### config.mk
export PLATFORM = sky130hd
export DESIGN_NAME = ttd_ctrl
export DESIGN_NICKNAME = d
export VERILOG_FILES = /design/src/rtl/ttd_pkg.sv /design/src/rtl/ttd_ctrl.sv
export SDC_FILE = /design/constraint.sdc
export NUM_CORES = 1
export LEC_CHECK = 0
export BUFFER_PORTS_ARGS = -buffer_cell sky130_fd_sc_hd__buf_2
export CORE_ASPECT_RATIO = 0.6
export CORE_MARGIN = 2
export CORE_UTILIZATION = 35
export DETAILED_ROUTE_END_ITERATION = 8
export GPL_ROUTABILITY_DRIVEN = 0
export PLACE_DENSITY = 0.57
export SETUP_SLACK_MARGIN = 0.1
export SLEW_MARGIN = 30
export SYNTH_ARGS = -nofsm -noshare
export SYNTH_HDL_FRONTEND = slang
export SYNTH_SLANG_ARGS = --single-unit
### constraint.sdc
create_clock -name aclk -period 3 [get_ports aclk]
set_input_delay 0.6 -clock aclk [delete_from_list [all_inputs] [get_ports aclk]]
set_output_delay 0.6 -clock aclk [all_outputs]
set_load 0.005 [all_outputs]
### src/rtl/ttd_pkg.sv
// ----------------------------------------------------------------------------
// ttd_pkg
// Shared codes and controller/datapath interface types of the tag tree decoder.
// ----------------------------------------------------------------------------
package ttd_pkg;

    // item kinds (s_tuser)
    localparam logic [1:0] KIND_CLEAR = 2'd0;
    localparam logic [1:0] KIND_QUERY = 2'd1;
    localparam logic [1:0] KIND_BIT   = 2'd2;

    // result status (m_tuser)
    localparam logic [1:0] ST_DONE = 2'd0;
    localparam logic [1:0] ST_NEED = 2'd1;
    localparam logic [1:0] ST_REJ  = 2'd2;

    // configuration register indexes
    localparam logic [1:0] REG_GRID_WIDTH  = 2'd0;
    localparam logic [1:0] REG_GRID_HEIGHT = 2'd1;

    typedef enum logic [1:0] {
        EM_DONE = 2'd0,
        EM_REJ  = 2'd1,
        EM_FIN  = 2'd2,
        EM_NEED = 2'd3
    } ttd_emit_t;

    typedef struct packed {
        logic      clr_start;
        logic      clr_step;
        logic      load_query;
        logic      load_bit;
        logic      top_step;
        logic      addr_start;
        logic      addr_leaf;
        logic      lev_dec;
        logic      addr_step;
        logic      addr_latch;
        logic      mem_rd;
        logic      eval;
        logic      eval_bit;
        logic      emit;
        ttd_emit_t emit_sel;
    } ttd_cmd_t;

    typedef struct packed {
        logic clr_done;
        logic top_done;
        logic addr_done;
        logic need_bit;
        logic lev_zero;
        logic leaf_bad;
        logic out_busy;
    } ttd_sts_t;

endpackage

### src/rtl/ttd_ctrl.sv
// ----------------------------------------------------------------------------
// ttd_ctrl
// Sequencer for clear sweeps, root-to-leaf walks and stream bit updates.
// ----------------------------------------------------------------------------
module ttd_ctrl import ttd_pkg::*; (
    input  logic       aclk,
    input  logic       aresetn,
    input  logic       in_valid,
    output logic       in_ready,
    input  logic [1:0] in_kind,
    input  logic       cfg_we,
    input  logic [1:0] cfg_addr,
    input  ttd_sts_t   sts,
    output ttd_cmd_t   cmd
);

    typedef enum logic [6:0] {
        S_CLR  = 7'b0000001,
        S_IDLE = 7'b0000010,
        S_TOP  = 7'b0000100,
        S_ADDR = 7'b0001000,
        S_RD   = 7'b0010000,
        S_EVAL = 7'b0100000,
        S_LEAF = 7'b1000000
    } state_t;

    typedef enum logic [1:0] {
        M_ENTER = 2'd0,
        M_BIT   = 2'd1,
        M_LEAF  = 2'd2
    } mode_t;

    state_t state_reg, state_next;
    mode_t  mode_reg, mode_next;
    logic   active_reg, active_next;
    logic   clr_emit_reg, clr_emit_next;
    logic   accept;

    assign in_ready = (state_reg == S_IDLE) && !sts.out_busy;
    assign accept   = in_valid && in_ready;

    always_comb begin
        state_next    = state_reg;
        mode_next     = mode_reg;
        active_next   = active_reg;
        clr_emit_next = clr_emit_reg;
        cmd           = '0;
        unique case (state_reg)
            S_CLR: begin
                cmd.clr_step = 1'b1;
                if (sts.clr_done) begin
                    cmd.emit     = clr_emit_reg;
                    cmd.emit_sel = EM_DONE;
                    state_next   = S_IDLE;
                end
            end
            S_IDLE: begin
                if (accept) begin
                    case (in_kind)
                        KIND_CLEAR: begin
                            cmd.clr_start = 1'b1;
                            clr_emit_next = 1'b1;
                            active_next   = 1'b0;
                            state_next    = S_CLR;
                        end
                        KIND_QUERY: begin
                            if (active_reg || sts.leaf_bad) begin
                                cmd.emit     = 1'b1;
                                cmd.emit_sel = EM_REJ;
                            end else begin
                                cmd.load_query = 1'b1;
                                active_next    = 1'b1;
                                state_next     = S_TOP;
                            end
                        end
                        KIND_BIT: begin
                            if (active_reg) begin
                                cmd.load_bit   = 1'b1;
                                cmd.addr_start = 1'b1;
                                mode_next      = M_BIT;
                                state_next     = S_ADDR;
                            end else begin
                                cmd.emit     = 1'b1;
                                cmd.emit_sel = EM_REJ;
                            end
                        end
                        default: begin
                            cmd.emit     = 1'b1;
                            cmd.emit_sel = EM_REJ;
                        end
                    endcase
                end
            end
            S_TOP: begin
                if (sts.top_done) begin
                    cmd.addr_start = 1'b1;
                    mode_next      = M_ENTER;
                    state_next     = S_ADDR;
                end else begin
                    cmd.top_step = 1'b1;
                end
            end
            S_ADDR: begin
                if (sts.addr_done) begin
                    cmd.addr_latch = 1'b1;
                    state_next     = S_RD;
                end else begin
                    cmd.addr_step = 1'b1;
                end
            end
            S_RD: begin
                cmd.mem_rd = 1'b1;
                state_next = (mode_reg == M_LEAF) ? S_LEAF : S_EVAL;
            end
            S_EVAL: begin
                cmd.eval     = 1'b1;
                cmd.eval_bit = (mode_reg == M_BIT);
                if (sts.need_bit) begin
                    // fetch the leaf for the reported value, then wait for a bit
                    cmd.addr_start = 1'b1;
                    cmd.addr_leaf  = 1'b1;
                    mode_next      = M_LEAF;
                    state_next     = S_ADDR;
                end else if (sts.lev_zero) begin
                    cmd.emit     = 1'b1;
                    cmd.emit_sel = EM_FIN;
                    active_next  = 1'b0;
                    state_next   = S_IDLE;
                end else begin
                    cmd.addr_start = 1'b1;
                    cmd.lev_dec    = 1'b1;
                    mode_next      = M_ENTER;
                    state_next     = S_ADDR;
                end
            end
            S_LEAF: begin
                cmd.emit     = 1'b1;
                cmd.emit_sel = EM_NEED;
                state_next   = S_IDLE;
            end
            default: begin
                state_next = S_IDLE;
            end
        endcase
        // a grid change invalidates any walk in progress
        if (cfg_we && (cfg_addr == REG_GRID_WIDTH || cfg_addr == REG_GRID_HEIGHT)) begin
            active_next = 1'b0;
        end
    end

    always_ff @(posedge aclk) begin
        if (!aresetn) begin
            state_reg    <= S_CLR;
            mode_reg     <= M_ENTER;
            active_reg   <= 1'b0;
            clr_emit_reg <= 1'b0;
        end else begin
            state_reg    <= state_next;
            mode_reg     <= mode_next;
            active_reg   <= active_next;
            clr_emit_reg <= clr_emit_next;
        end
    end

    a_emit_free: assert property (@(posedge aclk) disable iff (!aresetn)
        cmd.emit |-> !sts.out_busy)
        else $error("result overwritten before transfer");

    a_clear_sweep: assert property (@(posedge aclk) disable iff (!aresetn)
        (accept && in_kind == KIND_CLEAR) |=> (state_reg == S_CLR && !active_reg))
        else $error("clear did not start sweep");

    a_walk_active: assert property (@(posedge aclk) disable iff (!aresetn)
        (state_reg == S_EVAL && cmd.eval_bit) |-> (mode_reg == M_BIT))
        else $error("bit update outside bit mode");

endmodule
Yosys cells after proc, flatten, opt, wreduce, memory -nomap -nowiden
Index checks and enable logic that the tools add are counted.
{"block": "word_totals", "regBits": 11, "inputBits": 15, "out_inout_bits": 17, "word_cells": 102}
{"block": "classes", "eq_ne": 25, "n_mux": 57, "bitwise_logic": 1, "n_reduce_logical": 15}
{"operator": "7-bit 2-to-1 mux", "n": 8}
{"operator": "7-bit case mux with 6 select lines", "n": 1}
{"operator": "1-bit 2-to-1 mux", "n": 23}
{"operator": "2-bit 2-to-1 mux", "n": 11}
{"operator": "7-bit case mux with 3 select lines", "n": 1}
{"operator": "3-bit 2-to-1 mux", "n": 6}
{"operator": "2-bit != test, second input constant", "n": 7}
{"operator": "3-bit case mux with 4 select lines", "n": 1}
{"operator": "6-bit AND reduction", "n": 2}
{"operator": "3-bit != test, second input constant", "n": 3}
{"operator": "3-bit case mux with 3 select lines", "n": 1}
{"operator": "7-bit by 1-bit equality test with 1-bit output, second input constant", "n": 1}
{"operator": "7-bit by 2-bit equality test with 1-bit output, second input constant", "n": 1}
{"operator": "7-bit by 3-bit equality test with 1-bit output, second input constant", "n": 1}
{"operator": "7-bit by 4-bit equality test with 1-bit output, second input constant", "n": 1}
{"operator": "7-bit by 5-bit equality test with 1-bit output, second input constant", "n": 1}
{"operator": "7-bit by 6-bit equality test with 1-bit output, second input constant", "n": 1}
{"operator": "7-bit equality test, second input constant", "n": 1}
{"operator": "7-bit AND reduction", "n": 1}
{"operator": "2-bit by 1-bit equality test with 1-bit output, second input constant", "n": 3}
{"operator": "2-bit case mux with 3 select lines", "n": 1}
{"operator": "2-bit equality test, second input constant", "n": 2}
{"operator": "2-bit logical NOT", "n": 2}
{"operator": "4-bit 2-to-1 mux", "n": 1}
{"operator": "other kinds (13)", "n": 17}

Logic depth before layout (Yosys ltp)
{"block": "depth", "depth_word": 5, "depth_mapped": 7}

Worst setup path after synthesis
OpenSTA, ideal clock, no wires.
{"block": "synth_path", "path_kind": "register -> output", "start": "register state_reg[4]", "end": "output port cmd[2] in the netlist's numbering", "arrival_ns": 1.539, "t_required_ns": 2.400, "slack_ns": 0.861, "path_stages_with_launch": 4, "n_path_buf": 0, "path_cell_list": "dfxtp_1 -> or4_1 -> or4b_1 -> nand4_1"}
{"item": "start: declaration", "line": "ttd_ctrl.sv:33", "rtl": "state_t state_reg, state_next;"}
{"item": "start signal: assignment", "line": "ttd_ctrl.sv:158", "rtl": "state_reg <= state_next;"}
{"item": "end: declaration", "line": "ttd_ctrl.sv:14", "rtl": "output ttd_cmd_t cmd"}

==> metrics.md <==
| Metric | Value |
|---|---|
| Finished Layout Cells | `167` |
| Critical path fanouts, max | `5` |
| Arr. time, crit path | `2.06 ns` |
| Post-synth EDFFs | `0` |
| Row count | `13` |
| H-tree levels | `1` |
| Hold depth | `1` |
| DR WL/cell | `13.0 um` |
| Critical path cell sequence | `or4_1, nor4b_2, a21boi_0, nand2_1, buf_2` |
| DP HPWL | `1800 um` |
| Critical path origin | `state_reg[4]$_SDFFE_PN0P_` |
| Gr ovfl total | `0` |
| Count of hold-fix buffers inserted at cts | `0` |
| Antenna violations before repair | `0` |
| Worst Setup End Kind | `output pin` |
| Fraction of synthesis flops using an asynchronous set or reset pin | `0%` |
| WL final | `2180 um` |
| Initial Utilization | `38.2%` |
| Max Cap Violations | `0` |
| Hold Vio Cnt, Final | `0` |
| Cells on worst reg2reg path | `5` |
| CP Launch Type | `register` |
| Total Routing Usage GR | `17.2%` |
| Yosys top cell by area | `dfxtp_1` |
| Post-route ant nets | `0` |
| Syn Nets | `124` |
| Final Cycle Share | `88.6%` |
| Power density over cell area | `347 nW/um^2` |
| Commonest non-fill, non-tap cell in the layout | `buf_2` |
| Largest net degree at the start of global routing | `9` |
| Synth top area cells | `dfxtp_1 (26%), ha_1 (7.4%), nor2_1 (4.9%)` |
| Via count | `860` |
| CP endpoint | `cmd[10]` |
| Vias per cell | `5.15` |
| Hold Crit Class | `register to register` |
| N_diodes | `0` |
| Sequential area share after synthesis | `25.9%` |
| Max_slew headroom | `72.6%` |
| Layout Skew | `0.00214 ns` |
| #FFs+latches synth | `11` |
| CP Class | `register to output pin` |
| Crit-path max cell delay | `0.63 ns` |
| Placed insts | `163` |
| Leak | `0.564 nW` |
| Clk Latency, worst-skew pair | `0.23 ns` |
| Crit-path slowest cell | `or4_1` |
| Die outline width | `67.7 um` |
| DR iter-0 viols | `45` |
| Post_cts resized | `0` |
| Worst-Margin Slew | `0.408 ns` |
| Die area | `2850 um^2` |
| Io pins | `32` |
| Layout area overhead | `26.5%` |
| Synth top area share | `25.9%` |
| Layout Utilization | `48.3%` |
| CTS Buf Count | `3` |
| Worst vdd ir | `246 uV` |
| Final slew viol count | `0` |
| Worst r2r src | `state_reg[4]$_SDFFE_PN0P_` |
| Avg Cell Area, Syn | `8.18 um^2` |
| CTS max path bufs | `2` |
| Hold_ws | `0.466 ns` |
| Die Y | `42.2 um` |
| Clk slew on worst S/H paths | `0.05 ns` |
| Core outline area | `2230 um^2` |
| Status | `complete, no violations` |
| Port buffer count | `30` |
| Critical R2R Capture | `state_reg[1]$_SDFFE_PN0P_` |
| Number of global-route vias before repair | `809` |
| Fmax | `0.376 GHz` |
| Post-layout min period | `2.66 ns` |
| Net count, final | `158` |
| DRC errors left | `0` |
| Synth Flop Type | `dfxtp_1` |
| First drt pass iteration count | `4` |
| CTS Sinks | `11` |
| CTS tree | `built` |
| Post-Synthesis Cells | `104` |
| Share of layout cells above drive strength 1 | `31.4%` |
| Post-CTS setup buffers | `0` |
| Cell Area, Synth | `851 um^2` |
| Number of flip-flops in the largest register | `7` |
| Root Driver | `clkbuf_8` |
| Syn. warnings | `0` |
| Critical Path RT | `2.40 ns` |
| Setup-failing EPs final | `0` |
| Yosys cell types | `43` |
| Global-route wire length before repair | `3670 um` |
| Setup tns final | `0 ns` |
| Most frequent cells in the layout | `buf_2 (30), nor2_1 (11), dfxtp_1 (11)` |
| RSZ-0062 raised after global routing | `false` |
| R2r setup slk | `1.01 ns` |
layout make-up:
type                       instances  area (um^2)
timing repair buffer              30          150
fill                             212         1150
multi-input combinational         85          597
clock buffer                       4         45.0
inverter                           7         26.3
tap                               30         37.5
sequential                        11          220
cell usage after synthesis, types with 3 or more instances:
cell      instances
nand4_1           3
dfxtp_1          11
nor2b_1           6
ha_1              5
nand2b_1          3
nor2_1           11
nor3_1            5
nand2_1           5
inv_1             7
nand3_1           4
and2_1            3
a21oi_1           3
where the power goes:
part           internal (mW)  switching (mW)  leakage, nW
Combinational         0.0344          0.0385        0.452
Sequential             0.151         0.00458       0.0893
Clock                 0.0930          0.0520       0.0228
cells by family (layout without fill, tap and decap cells):
| family | after synthesis | after routing | synth area share, % |
|---|---|---|---|
| flops | 11 | 11 | 25.9 |
| buf+inv | 8 | 41 | 3.97 |
| compound gates | 18 | 18 | 16.3 |
| mux | 1 | 1 | 1.18 |
| simple gates | 61 | 61 | 45.3 |
| fa+ha+maj | 5 | 5 | 7.35 |
metrics by stage:
step           total power [mW]  setup slack (ns)  cell area (um^2)
2_1_floorplan             0.204             0.861               851
3_3_place_gp              0.230             0.584              1030
3_5_place_dp              0.230             0.598              1030
6_report                  0.373             0.341              1080
4_1_cts                   0.376             0.336              1080
5_1_grt                   0.396             0.190              1080
worst min-delay path by stage:
stage,slack [ns],start,endpoint
after floorplan,0.44,clr_emit_reg$_SDFFE_PN0P_,clr_emit_reg$_SDFFE_PN0P_
after global placement,0.46,clr_emit_reg$_SDFFE_PN0P_,clr_emit_reg$_SDFFE_PN0P_
after detailed placement,0.46,clr_emit_reg$_SDFFE_PN0P_,clr_emit_reg$_SDFFE_PN0P_
after CTS,0.47,clr_emit_reg$_SDFFE_PN0P_,clr_emit_reg$_SDFFE_PN0P_
after global routing,0.50,clr_emit_reg$_SDFFE_PN0P_,clr_emit_reg$_SDFFE_PN0P_
final,0.47,clr_emit_reg$_SDFFE_PN0P_,clr_emit_reg$_SDFFE_PN0P_
routing by layer:
metal  track usage (%)  vias to the layer above  routed length [um]
met4              3.67                        0                   8
met2              23.1                       25                 876
li1                  -                      447                   -
met1              25.5                      386                1150
met3              6.18                        2                 137
met5                 0                        -                   0
worst max-delay path: cells and delay by family, from the launching register on:
kind / cells / cell delay, ns
compound gates: 1 / 0.23
buf+inv: 1 / 0.11
simple gates: 3 / 1.14
flops: 1 / 0.34
Note: power is estimated with default switching activity, not from simulation.
